[src/swlh_pkg.sv]
// Shared types and constants for the stopwatch with lap hold.
// Used by the channel interfaces and by the core; depends on nothing else.
`default_nettype none

package swlh_pkg;

    localparam int unsigned SAMPLE_W = 8;
    localparam int unsigned MODE_W   = 2;
    localparam int unsigned TENS_W   = 3;
    localparam int unsigned DIGIT_W  = 4;
    localparam int unsigned CFG_IDX_W  = 2;
    localparam int unsigned CFG_DATA_W = 8;

    // Operation codes of an input transaction
    localparam logic OP_TICK   = 1'b0;
    localparam logic OP_BUTTON = 1'b1;

    // Ladder reading when no button is pressed
    localparam logic [SAMPLE_W-1:0] NO_BUTTON = 8'd255;

    // Register indexes of the configuration port
    localparam logic [CFG_IDX_W-1:0] REG_START_LOW  = 2'd0;
    localparam logic [CFG_IDX_W-1:0] REG_START_HIGH = 2'd1;
    localparam logic [CFG_IDX_W-1:0] REG_LAP_LOW    = 2'd2;
    localparam logic [CFG_IDX_W-1:0] REG_LAP_HIGH   = 2'd3;

    // Window bounds after reset (exclusive)
    localparam logic [SAMPLE_W-1:0] START_LOW_RST  = 8'd45;
    localparam logic [SAMPLE_W-1:0] START_HIGH_RST = 8'd60;
    localparam logic [SAMPLE_W-1:0] LAP_LOW_RST    = 8'd95;
    localparam logic [SAMPLE_W-1:0] LAP_HIGH_RST   = 8'd110;

    // Mode codes as seen on the result channel
    localparam logic [MODE_W-1:0] MODE_CODE_STOPPED = 2'd0;
    localparam logic [MODE_W-1:0] MODE_CODE_RUNNING = 2'd1;
    localparam logic [MODE_W-1:0] MODE_CODE_LAP     = 2'd2;

    // Last value of each digit before it wraps
    localparam logic [TENS_W-1:0]  TENS_MAX  = 3'd5;
    localparam logic [DIGIT_W-1:0] DIGIT_MAX = 4'd9;

    typedef enum logic [2:0] {
        ST_STOPPED = 3'b001,
        ST_RUNNING = 3'b010,
        ST_LAP     = 3'b100
    } mode_state_t;

    typedef struct packed {
        logic [TENS_W-1:0]  tens;
        logic [DIGIT_W-1:0] ones;
        logic [DIGIT_W-1:0] tenths;
    } bcd_time_t;

    localparam bcd_time_t TIME_ZERO = '{tens: '0, ones: '0, tenths: '0};

endpackage

`default_nettype wire

[src/swlh_if.sv]
// Valid/ready channel interfaces of the stopwatch: input items, results
// and configuration writes. Depends on swlh_pkg.
`default_nettype none

interface swlh_in_if;
    logic                          valid;
    logic                          ready;
    logic                          operation;
    logic [swlh_pkg::SAMPLE_W-1:0] button_sample;

    modport source (output valid, output operation, output button_sample, input ready);
    modport sink   (input valid, input operation, input button_sample, output ready);
endinterface

interface swlh_out_if;
    logic                         valid;
    logic                         ready;
    logic [swlh_pkg::MODE_W-1:0]  mode;
    logic [swlh_pkg::TENS_W-1:0]  shown_tens;
    logic [swlh_pkg::DIGIT_W-1:0] shown_ones;
    logic [swlh_pkg::DIGIT_W-1:0] shown_tenths;
    logic                         display_written;

    modport source (output valid, output mode, output shown_tens, output shown_ones,
                    output shown_tenths, output display_written, input ready);
    modport sink   (input valid, input mode, input shown_tens, input shown_ones,
                    input shown_tenths, input display_written, output ready);
endinterface

interface swlh_cfg_if;
    logic                            valid;
    logic                            ready;
    logic [swlh_pkg::CFG_IDX_W-1:0]  index;
    logic [swlh_pkg::CFG_DATA_W-1:0] data;

    modport source (output valid, output index, output data, input ready);
    modport sink   (input valid, input index, input data, output ready);
endinterface

`default_nettype wire

[src/stopwatch_with_lap_hold_core.sv]
// Stopwatch core with lap hold: input register, one update pass, result.
// Depends on swlh_pkg and the channel interfaces in swlh_if.sv.
`default_nettype none

// Stopwatch with lap hold. Each input transaction is either a tenth-second
// tick or a button ladder sample, and each one yields exactly one result
// transaction carrying the mode after the item, the displayed time and a
// flag telling whether this item rewrote the display. A transaction is
// first held in an input register, then a single pass of short logic
// updates the mode, the BCD count (00.0 to 59.9, wrapping) and the display,
// and loads the result. The result fields are the state registers themselves
// plus a registered written flag, so a new item can be taken every cycle
// while results drain: one item per clock sustained. The result is loaded
// and offered once the result slot is free. The input
// register is refilled while a result waits, and only blocks when both it
// and the result are full and the result is not being taken. Configuration
// writes are always accepted and take effect on the next edge; write the
// window bounds only while no item is in flight. A sample of 255 never
// matches a window, and the start/stop window wins where both windows match.
module stopwatch_with_lap_hold_core (
    input  wire           clk,
    input  wire           rst_n,
    swlh_in_if.sink       in_ch,
    swlh_out_if.source    out_ch,
    swlh_cfg_if.sink      cfg
);

    // Configuration registers
    logic [swlh_pkg::SAMPLE_W-1:0] start_low_reg;
    logic [swlh_pkg::SAMPLE_W-1:0] start_high_reg;
    logic [swlh_pkg::SAMPLE_W-1:0] lap_low_reg;
    logic [swlh_pkg::SAMPLE_W-1:0] lap_high_reg;

    // Input register
    logic                          in_valid_reg;
    logic                          in_op_reg;
    logic [swlh_pkg::SAMPLE_W-1:0] in_sample_reg;

    // Stopwatch state, also the visible part of the result
    swlh_pkg::mode_state_t mode_reg;
    swlh_pkg::mode_state_t mode_next;
    swlh_pkg::bcd_time_t   count_reg;
    swlh_pkg::bcd_time_t   count_next;
    swlh_pkg::bcd_time_t   disp_reg;
    swlh_pkg::bcd_time_t   disp_next;

    // Result register
    logic out_valid_reg;
    logic written_reg;
    logic written_next;

    logic                in_accept;
    logic                advance;
    logic                hit_start;
    logic                hit_lap;
    swlh_pkg::bcd_time_t count_inc;

    // Move an item into the result when the result slot is free or drains now
    assign advance   = in_valid_reg && (!out_valid_reg || out_ch.ready);
    assign in_ch.ready = !in_valid_reg || advance;
    assign in_accept = in_ch.valid && in_ch.ready;

    assign cfg.ready = 1'b1;

    // Configuration writes
    always_ff @(posedge clk or negedge rst_n)
    begin
        if (!rst_n)
        begin
            start_low_reg  <= swlh_pkg::START_LOW_RST;
            start_high_reg <= swlh_pkg::START_HIGH_RST;
            lap_low_reg    <= swlh_pkg::LAP_LOW_RST;
            lap_high_reg   <= swlh_pkg::LAP_HIGH_RST;
        end
        else if (cfg.valid)
        begin
            unique case (cfg.index)
                swlh_pkg::REG_START_LOW:  start_low_reg  <= cfg.data;
                swlh_pkg::REG_START_HIGH: start_high_reg <= cfg.data;
                swlh_pkg::REG_LAP_LOW:    lap_low_reg    <= cfg.data;
                swlh_pkg::REG_LAP_HIGH:   lap_high_reg   <= cfg.data;
                default:                  ;
            endcase
        end
    end

    // Input register: control under reset, payload captured on acceptance
    always_ff @(posedge clk or negedge rst_n)
    begin
        if (!rst_n)
        begin
            in_valid_reg <= 1'b0;
        end
        else if (in_ch.ready)
        begin
            in_valid_reg <= in_ch.valid;
        end
    end

    always_ff @(posedge clk)
    begin
        if (in_accept)
        begin
            in_op_reg     <= in_ch.operation;
            in_sample_reg <= in_ch.button_sample;
        end
    end

    // Window match; an idle ladder never counts as a press
    assign hit_start = (in_sample_reg != swlh_pkg::NO_BUTTON)
                    && (in_sample_reg > start_low_reg)
                    && (in_sample_reg < start_high_reg);
    assign hit_lap   = (in_sample_reg != swlh_pkg::NO_BUTTON)
                    && (in_sample_reg > lap_low_reg)
                    && (in_sample_reg < lap_high_reg);

    // Advance the BCD count by one tenth, wrap 59.9 to 00.0
    always_comb
    begin
        count_inc = count_reg;
        if (count_reg.tenths == swlh_pkg::DIGIT_MAX)
        begin
            count_inc.tenths = '0;
            if (count_reg.ones == swlh_pkg::DIGIT_MAX)
            begin
                count_inc.ones = '0;
                if (count_reg.tens == swlh_pkg::TENS_MAX)
                begin
                    count_inc.tens = '0;
                end
                else
                begin
                    count_inc.tens = count_reg.tens + 1'b1;
                end
            end
            else
            begin
                count_inc.ones = count_reg.ones + 1'b1;
            end
        end
        else
        begin
            count_inc.tenths = count_reg.tenths + 1'b1;
        end
    end

    // One update pass for the item in the input register
    always_comb
    begin
        mode_next    = mode_reg;
        count_next   = count_reg;
        disp_next    = disp_reg;
        written_next = 1'b0;
        priority if (in_op_reg == swlh_pkg::OP_TICK)
        begin
            // Count while running or in lap; only running refreshes the display
            if (mode_reg != swlh_pkg::ST_STOPPED)
            begin
                count_next = count_inc;
            end
            if (mode_reg == swlh_pkg::ST_RUNNING)
            begin
                disp_next    = count_inc;
                written_next = 1'b1;
            end
        end
        else if (hit_start)
        begin
            mode_next = (mode_reg == swlh_pkg::ST_RUNNING) ? swlh_pkg::ST_STOPPED
                                                           : swlh_pkg::ST_RUNNING;
        end
        else if (hit_lap)
        begin
            unique case (mode_reg)
                swlh_pkg::ST_STOPPED:
                begin
                    // Clear time and display
                    count_next   = swlh_pkg::TIME_ZERO;
                    disp_next    = swlh_pkg::TIME_ZERO;
                    written_next = 1'b1;
                end
                swlh_pkg::ST_RUNNING: mode_next = swlh_pkg::ST_LAP;
                swlh_pkg::ST_LAP:     mode_next = swlh_pkg::ST_RUNNING;
                default:              mode_next = mode_reg;
            endcase
        end
        else
        begin
            // No button or no window hit: hold everything
        end
    end

    // State and result update
    always_ff @(posedge clk or negedge rst_n)
    begin
        if (!rst_n)
        begin
            mode_reg      <= swlh_pkg::ST_STOPPED;
            count_reg     <= swlh_pkg::TIME_ZERO;
            disp_reg      <= swlh_pkg::TIME_ZERO;
            out_valid_reg <= 1'b0;
            written_reg   <= 1'b0;
        end
        else
        begin
            if (advance)
            begin
                mode_reg      <= mode_next;
                count_reg     <= count_next;
                disp_reg      <= disp_next;
                written_reg   <= written_next;
                out_valid_reg <= 1'b1;
            end
            else if (out_ch.ready)
            begin
                out_valid_reg <= 1'b0;
            end
        end
    end

    // Result fields straight from the state; state moves only with the result
    always_comb
    begin
        unique case (mode_reg)
            swlh_pkg::ST_STOPPED: out_ch.mode = swlh_pkg::MODE_CODE_STOPPED;
            swlh_pkg::ST_RUNNING: out_ch.mode = swlh_pkg::MODE_CODE_RUNNING;
            swlh_pkg::ST_LAP:     out_ch.mode = swlh_pkg::MODE_CODE_LAP;
            default:              out_ch.mode = swlh_pkg::MODE_CODE_STOPPED;
        endcase
    end

    assign out_ch.valid           = out_valid_reg;
    assign out_ch.shown_tens      = disp_reg.tens;
    assign out_ch.shown_ones      = disp_reg.ones;
    assign out_ch.shown_tenths    = disp_reg.tenths;
    assign out_ch.display_written = written_reg;

`ifndef ASSERT_OFF
    // The count never leaves 00.0 .. 59.9
    a_count_range: assert property (@(posedge clk) disable iff (!rst_n)
        (count_reg.tens <= swlh_pkg::TENS_MAX) && (count_reg.ones <= swlh_pkg::DIGIT_MAX)
        && (count_reg.tenths <= swlh_pkg::DIGIT_MAX))
        else $error("count out of BCD range");

    // A rewritten display shows the current count
    a_written_shows_count: assert property (@(posedge clk) disable iff (!rst_n)
        out_valid_reg && written_reg |-> disp_reg == count_reg)
        else $error("written display differs from count");

    // Lap hold never reports a display write
    a_lap_no_write: assert property (@(posedge clk) disable iff (!rst_n)
        out_valid_reg && (mode_reg == swlh_pkg::ST_LAP) |-> !written_reg)
        else $error("display written in lap hold");

    // A tick while stopped leaves the count alone
    a_stopped_tick: assert property (@(posedge clk) disable iff (!rst_n)
        advance && (in_op_reg == swlh_pkg::OP_TICK) && (mode_reg == swlh_pkg::ST_STOPPED)
        |=> $stable(count_reg) && $stable(disp_reg))
        else $error("stopped tick changed time");

    // State moves only when a result is loaded
    a_state_with_result: assert property (@(posedge clk) disable iff (!rst_n)
        !advance |=> $stable(count_reg) && $stable(mode_reg) && $stable(disp_reg))
        else $error("state changed without a result");
`endif

endmodule

`default_nettype wire
[src/flat_wrapper.sv]
// flat-port wrapper written by rule: the top's interface ports become plain ports
module stopwatch_with_lap_hold_core_flat 
  (clk, rst_n, in_ch_valid, in_ch_operation, in_ch_button_sample, in_ch_ready, out_ch_valid, out_ch_mode, out_ch_shown_tens, out_ch_shown_ones, out_ch_shown_tenths, out_ch_display_written, out_ch_ready, cfg_valid, cfg_index, cfg_data, cfg_ready);
  swlh_in_if in_ch_i ();
  swlh_out_if out_ch_i ();
  swlh_cfg_if cfg_i ();
  input  wire clk;
  input  wire rst_n;
  input wire logic [$bits(in_ch_i.valid)-1:0] in_ch_valid;
  input wire logic [$bits(in_ch_i.operation)-1:0] in_ch_operation;
  input wire logic [$bits(in_ch_i.button_sample)-1:0] in_ch_button_sample;
  output wire logic [$bits(in_ch_i.ready)-1:0] in_ch_ready;
  output wire logic [$bits(out_ch_i.valid)-1:0] out_ch_valid;
  output wire logic [$bits(out_ch_i.mode)-1:0] out_ch_mode;
  output wire logic [$bits(out_ch_i.shown_tens)-1:0] out_ch_shown_tens;
  output wire logic [$bits(out_ch_i.shown_ones)-1:0] out_ch_shown_ones;
  output wire logic [$bits(out_ch_i.shown_tenths)-1:0] out_ch_shown_tenths;
  output wire logic [$bits(out_ch_i.display_written)-1:0] out_ch_display_written;
  input wire logic [$bits(out_ch_i.ready)-1:0] out_ch_ready;
  input wire logic [$bits(cfg_i.valid)-1:0] cfg_valid;
  input wire logic [$bits(cfg_i.index)-1:0] cfg_index;
  input wire logic [$bits(cfg_i.data)-1:0] cfg_data;
  output wire logic [$bits(cfg_i.ready)-1:0] cfg_ready;
  assign in_ch_i.valid = in_ch_valid;
  assign in_ch_i.operation = in_ch_operation;
  assign in_ch_i.button_sample = in_ch_button_sample;
  assign in_ch_ready = in_ch_i.ready;
  assign out_ch_valid = out_ch_i.valid;
  assign out_ch_mode = out_ch_i.mode;
  assign out_ch_shown_tens = out_ch_i.shown_tens;
  assign out_ch_shown_ones = out_ch_i.shown_ones;
  assign out_ch_shown_tenths = out_ch_i.shown_tenths;
  assign out_ch_display_written = out_ch_i.display_written;
  assign out_ch_i.ready = out_ch_ready;
  assign cfg_i.valid = cfg_valid;
  assign cfg_i.index = cfg_index;
  assign cfg_i.data = cfg_data;
  assign cfg_ready = cfg_i.ready;
  stopwatch_with_lap_hold_core u_core (.clk(clk), .rst_n(rst_n), .in_ch(in_ch_i), .out_ch(out_ch_i), .cfg(cfg_i));
endmodule
[config.mk]
export PLATFORM = sky130hd
export DESIGN_NAME = stopwatch_with_lap_hold_core_flat
export DESIGN_NICKNAME = d
export VERILOG_FILES = /design/src/swlh_pkg.sv /design/src/swlh_if.sv /design/src/stopwatch_with_lap_hold_core.sv /design/src/flat_wrapper.sv
export SDC_FILE = /design/constraint.sdc
export NUM_CORES = 1
export LEC_CHECK = 0
export ABC_CLOCK_PERIOD_IN_PS = 2700
export BUFFER_PORTS_ARGS = -buffer_cell sky130_fd_sc_hd__buf_4
export CORE_ASPECT_RATIO = 0.7
export CORE_UTILIZATION = 50
export DETAILED_ROUTE_END_ITERATION = 7
export MAX_ROUTING_LAYER = met4
export PLACE_DENSITY_LB_ADDON = 0.05
export SYNTH_ARGS = -nofsm -noshare
export SYNTH_HDL_FRONTEND = slang
export SYNTH_SLANG_ARGS = --single-unit
[constraint.sdc]
create_clock -name clk -period 2.7 [get_ports clk]
set_clock_uncertainty 0.05 [all_clocks]
set_input_delay 0.27 -clock clk [delete_from_list [all_inputs] [get_ports clk]]
set_output_delay 0.27 -clock clk [all_outputs]
set_load 0.02 [all_outputs]
==> results of run 1 <==
[power groups by stage]
stage / clock (W) / sequential (W) / combinational [W]
floorplan: 0 / 0.00155 / 0.000654
detailed placement: 0 / 0.00152 / 0.00105
CTS: 0.000730 / 0.00150 / 0.00106
global route: 0.000773 / 0.00154 / 0.00119
global placement: 0 / 0.00151 / 0.00104
finish: 0.000708 / 0.00151 / 0.00106
[synthesized netlist by cell type (all sizes together) (9+ instances only)]
library cell	instances
dfrtp	40
inv	34
nand2	34
ha	32
mux2	26
dfstp	20
o22ai	18
nor2	17
a21oi	16
o21ai	16
nor3	11
nand3	10
clkbuf	9
edfxtp	9
[worst paths after layout]
| kind | slack, ns | from | to | cells past startpoint |
|---|---|---|---|---|
| worst max-delay path | 0.19 | u_core.in_sample_reg[1] | u_core.out_ch.shown_tens[0] | 8 |
| worst min-delay path | 0.03 | in_ch_operation | u_core.in_op_reg | 1 |
| worst max register to register | 0.19 | u_core.in_sample_reg[1] | u_core.out_ch.shown_tens[0] | 8 |
| worst min register to register | 0.46 | u_core.lap_low_reg[7] | u_core.lap_low_reg[7] | 1 |
| max in group asynchronous | 1.61 | rst_n | u_core.mode_reg[2] | 2 |
| min in group asynchronous | 0.47 | rst_n | u_core.lap_high_reg[4] | 2 |
[repair_timing]
action | in CTS | in global routing
hold buffers | 1 | 0
endpoints found under the setup margin | 0 | 1
resized for setup | 0 | 1
hold endpoints to repair | 40 | 0
setup buffers | 0 | 0
[routing by layer]
metal	wire length [um]	vias to the layer above
met5	0	-
met4	76	0
met3	504	9
met2	3190	75
met1	4560	1267
li1	-	1404
[layout make-up]
cell class,instances,area share
clock buffers,13,0.0314
clock inverters,3,0.00339
inverters,34,0.0289
multi-input cells,251,0.424
flip-flops and latches,69,0.406
well taps,98,0.0277
repair buffers,46,0.0786
[metrics by stage]
| step | std cells | cell area, um^2 | power [W] | worst slack (ns) | util |
|---|---|---|---|---|---|
| after floorplan | 365 | 3850 | 0.00220 | 0.424 | - |
| after global placement | 497 | 4260 | 0.00255 | 0.240 | 0.577 |
| after detailed placement | 497 | 4260 | 0.00258 | 0.221 | 0.577 |
| after CTS | 514 | 4420 | 0.00329 | 0.191 | 0.599 |
| after global routing | 514 | 4420 | 0.00350 | 0.00694 | 0.599 |
| final | 514 | 4420 | 0.00327 | 0.187 | 0.599 |
[critical path: cells and delay by family (launching register included)]
family | cells | cell delay (ns)
DFF | 1 | 0.50
AOI/OAI and AO/OA | 5 | 0.93
buffers and inverters | 1 | 0.24
and+or+nand+nor | 1 | 0.32
adders and majority gates | 1 | 0.33
[kinds of logic (layout without fill, tap and decap cells)]
logic type               count (synthesis)  count (layout)  synth area share
AND/OR/NAND/NOR                        106             106             0.148
AO/OA/AOI/OAI                           79              79             0.141
flip-flops                              69              69             0.467
buffers and inverters                   45              96            0.0468
adder cells (fa/ha/maj)                 32              32             0.104
multiplexers                            28              28            0.0812
XOR/XNOR                                 5               5            0.0114
other                                    1               1          0.000974
==> flow_summary.yaml, run 1 <==
finish:
  drive_gt1_frac: 0.276
  final_common_cell: "buf_4"
  multi_input_area_um2: 1870
  fillCellCount: 628
  seq_area_um2: 1800
  largest_reg_flops: 11
  diodes: 0
  fin_nets: 467
  syn2layout_area_growth_pct: 14.8
  layout_common_cells: "buf_4 (45), dfrtp_1 (40), inv_1 (34), nand2_1 (34), ha_1 (32)"
clocking:
  cts_tree: "built"
  cts_sinks: 69
  clockBufferDepth: 2
  cts.clk_slew.worst_paths_ns: 0.07
  cts-root-buf: "clkbuf_8"
  cts_buffers: 9
  cts_max_level: 3
  clkLatencyLatePin_ns: 0.36
drt:
  drt_pass1_iterations: 5
  finalWirelength_um: 8330
  drc: 0
  via_per_inst: 5.36
  drt-initial-drc-count: 140
  vias: 2755
  routedWlPerCell_um: 16.2
  final_antenna_net_count: 0
timing:
  finalSetupTns_ns: 0
  period_share: 0.931
  rsz0062_at_grt: "false"
  finalSetupViolCount: 0
  maxSlewHeadroom: 0.491
  fmax_mhz: 398
  hold_violations: 0
  whs_ns: 0.0345
  finalCriticalPeriod_ns: 2.51
  worstMarginPinSlew_ns: 0.764
  slew_violations: 0
critical_path:
  cp-start-kind: "flop"
  critPathCaptureType: "flop"
  slowest_stage: "edfxtp_1"
  worstPathArrival_ns: 2.70
  cp_max_fo: 12
  worstSetupPathType: "flop to flop"
  worstPathCellList: "ha_1 > o21ai_1 > a21oi_1 > o31ai_1 > o311ai_4 > nor4_4 > buf_4 > o22ai_1"
  max_stage_delay_ns: 0.50
  worstPathRequired_ns: 2.88
run:
  maxCapViolCount: 0
die:
  rows: 26
  die_x_um: 107
  die-area_um2: 8060
  initial_core_util: 0.522
  fp.dieH_um: 75.4
  core_um2: 7380
  io_pins: 41
synth:
  synth_area_um2: 3850
  yosys_most_used_dff: "dfrtp_1"
  synthDominantCellAreaShare: 0.260
  netlist_instances: 365
  async_reset_ff_frac: 0.870
  synth_seq_cells: 69
  syn_area_per_cell_um2: 10.6
  synthTopCellsByArea: "dfrtp_1 (26%), dfstp_2 (14%), ha_1 (10%)"
  synth_top_area_cell: "dfrtp_1"
  yosysSeqAreaShare: 0.467
  synth_cell_types: 54
  synth_nets: 421
  ys_warn_count: 0
  synth_edf_count: 9
global_routing:
  grt_max_degree: 61
  overflow: 0
  grt_util_met3: 0.0616
  grt_use_total: 0.242
  antenna_found_initial: 0
  grt-busiest-layer: "met1"
  use_met2: 0.312
  grt_pass1_vias: 2666
  grtUsageMet1: 0.359
  grt_pass1_wl_um: 13800
pwr:
  pwr-share-clk: 0.216
  power_leakage_nw: 1.98
  power.share.sequential: 0.460
  p_sw_frac: 0.345
  combPwrFrac: 0.323
  internal_power_w: 0.00214
  irDropWorstVdd_v: 0.000458
  p_per_area_nw_per_um2: 740
  p_sw_w: 0.00113
placed_design:
  post-dp-hpwl_um: 6120
  numPortBuffers: 39
  gp_congestion: 0.827
outcome:
  status: "finished, final reports clean"
worst_hold_path:
  hold_class: "primary input to flop"
Note: power is estimated with default switching activity, not from simulation.
==> inputs of run 2 (changes only) <==
- BUFFER_PORTS_ARGS: -buffer_cell sky130_fd_sc_hd__buf_4 -> -buffer_cell sky130_fd_sc_hd__buf_2
==> run 2 against run 1 <==
Net effect: total power rose by 4.2%; sequential share of layout area up 0.30 points; first-iteration DRC count is 1.4% lower; setup slack better by 0.029 ns; critical path depth shrank 2; register-to-register slack improved by 0.03 ns; final area decreased by 0.74%; worst hold slack gained 0.0057 ns; highest routed layer unchanged.
==> flow_summary.yaml, run 2 (synthesized netlist as in run 1, its figures left out) <==
outcome:
  status: "finished, final reports clean"
die:
  die-area_um2: 8060
  core_um2: 7380
  fp.dieH_um: 75.4
  rows: 26
  io_pins: 41
  die_x_um: 107
  initial_core_util: 0.522
finish:
  diodes: 0
  drive_gt1_frac: 0.285
  final_common_cell: "dfrtp_1"
  final_cell_area_um2: 4390
  syn2layout_area_growth_pct: 14.0
  multi_input_area_um2: 1870
  fillCellCount: 641
  fin_nets: 468
  layout_common_cells: "dfrtp_1 (40), buf_2 (39), inv_1 (34), nand2_1 (34), ha_1 (32)"
  seq_area_um2: 1800
  largest_reg_flops: 11
clocking:
  cts.clk_slew.worst_paths_ns: 0.08
  clkLatencyLatePin_ns: 0.36
  cts_buffers: 9
  cts_tree: "built"
  post_cts_buffers: 0
  cts_max_level: 3
  clockBufferDepth: 2
  cts-root-buf: "clkbuf_8"
  cts_sinks: 69
critical_path:
  cp-start-kind: "flop"
  worstPathRequired_ns: 2.87
  critPathTopFamily: "compound AO/OA/AOI/OAI gates"
  slowest_stage: "edfxtp_1"
  worstPathArrival_ns: 2.65
  worstPathCellList: "ha_1 > a21oi_1 > a21boi_0 > o311a_4 > nor3_2 > o22ai_1"
  worst-path-buf-inv: 0
  max_stage_delay_ns: 0.50
  worstSetupPathType: "flop to flop"
  cp_max_fo: 6
  critPathCaptureType: "flop"
  r2r_slack_ns: 0.22
drt:
  vias: 2865
  drc: 0
  final_antenna_net_count: 0
  drt-initial-drc-count: 138
  finalWirelength_um: 8490
  drt_pass1_iterations: 5
  routedWlPerCell_um: 16.5
  via_per_inst: 5.56
global_routing:
  grt_use_total: 0.241
  grt_pass1_wl_um: 13800
  antenna_found_initial: 0
  overflow: 0
  grt_pass1_vias: 2615
  grt_max_degree: 25
timing:
  hold_violations: 0
  rsz0062_at_grt: "false"
  maxSlewHeadroom: 0.624
  period_share: 0.920
  finalSetupViolCount: 0
  finalCriticalPeriod_ns: 2.48
  slew_violations: 0
  worstMarginPinSlew_ns: 0.555
  post-route-worst-setup-slack_ns: 0.216
  fmax_mhz: 403
  finalSetupTns_ns: 0
  whs_ns: 0.0401
pwr:
  irDropWorstVdd_v: 0.000425
  power.share.sequential: 0.440
  pwr-share-clk: 0.264
  power_leakage_nw: 1.98
  combPwrFrac: 0.296
  p_per_area_nw_per_um2: 777
  p_sw_frac: 0.337
  p_sw_w: 0.00115
  internal_power_w: 0.00226
placed_design:
  post-dp-hpwl_um: 6310
  post_dp_cell_area_um2: 4170
  numPortBuffers: 39
  gp_congestion: 0.829
  pre_cts_ws_ns: 0.137
worst_hold_path:
  hold_class: "primary input to flop"
run:
  maxCapViolCount: 0
==> run 2: cell count changes in the layout (fill, tap and decap cells not counted), sizes merged <==
cell      change
clkinv        -2
clkinvlp      +1
buf           +1
bufinv        +1
==> run 2: what timing repair did <==
| action | in CTS | in global routing |
|---|---|---|
| setup endpoints to repair | 0 | 1 |
| gates resized for setup | 0 | 1 |
| hold buffers | 1 | 0 |
| endpoints found under the hold margin | 6 | 0 |
==> run 2: through the flow <==
| step | util | instances | total power (W) |
|---|---|---|---|
| 6_report | 0.595 | 515 | 0.00341 |
| 5_1_grt | 0.595 | 515 | 0.00363 |
| 4_1_cts | 0.595 | 515 | 0.00343 |
| 3_3_place_gp | 0.565 | 498 | 0.00249 |
| 3_5_place_dp | 0.565 | 498 | 0.00252 |
| 2_1_floorplan | - | 365 | 0.00220 |
==> run 2: cell type report <==
type	count	area share
Multi-Input combinational cell	251	0.427
Clock inverter	3	0.00969
Tap cell	98	0.0279
Inverter	34	0.0291
Clock buffer	13	0.0385
Timing Repair Buffer	47	0.0587
Sequential cell	69	0.409
==> run 2: worst register-to-register path, delay by kind of cell (launching register included) <==
family | cells | cell delay (ns)
AOI/OAI and AO/OA | 4 | 0.93
DFF | 1 | 0.50
and+or+nand+nor | 1 | 0.49
adders and majority gates | 1 | 0.38
==> run 2: path summary, 6_finish.rpt <==
check / depth (start not counted) / startpoint / to
hold reg to reg: 1 / u_core.lap_high_reg[4] / u_core.lap_high_reg[4]
setup / recovery: 6 / u_core.in_sample_reg[6] / u_core.count_reg[10]
max in group asynchronous: 3 / rst_n / u_core.start_low_reg[5]
min in group asynchronous: 2 / rst_n / u_core.start_low_reg[4]
hold / removal: 1 / in_ch_operation / u_core.in_op_reg
setup reg to reg: 6 / u_core.in_sample_reg[6] / u_core.count_reg[10]
==> run 2: routing by layer <==
layer	wire length (um)	up-vias	GRT usage
li1	-	1412	-
met1	4720	1352	0.372
met2	3100	91	0.293
met3	568	10	0.0719
met4	93	0	0.0670
met5	0	-	-
==> run 2: power by group through the flow <==
stage	Sequential [W]	Combinational (W)	Clock (W)
global route	0.00153	0.00114	0.000965
CTS	0.00150	0.00101	0.000924
finish	0.00150	0.00101	0.000900
global placement	0.00151	0.000987	0
floorplan	0.00155	0.000654	0
detailed placement	0.00151	0.00101	0
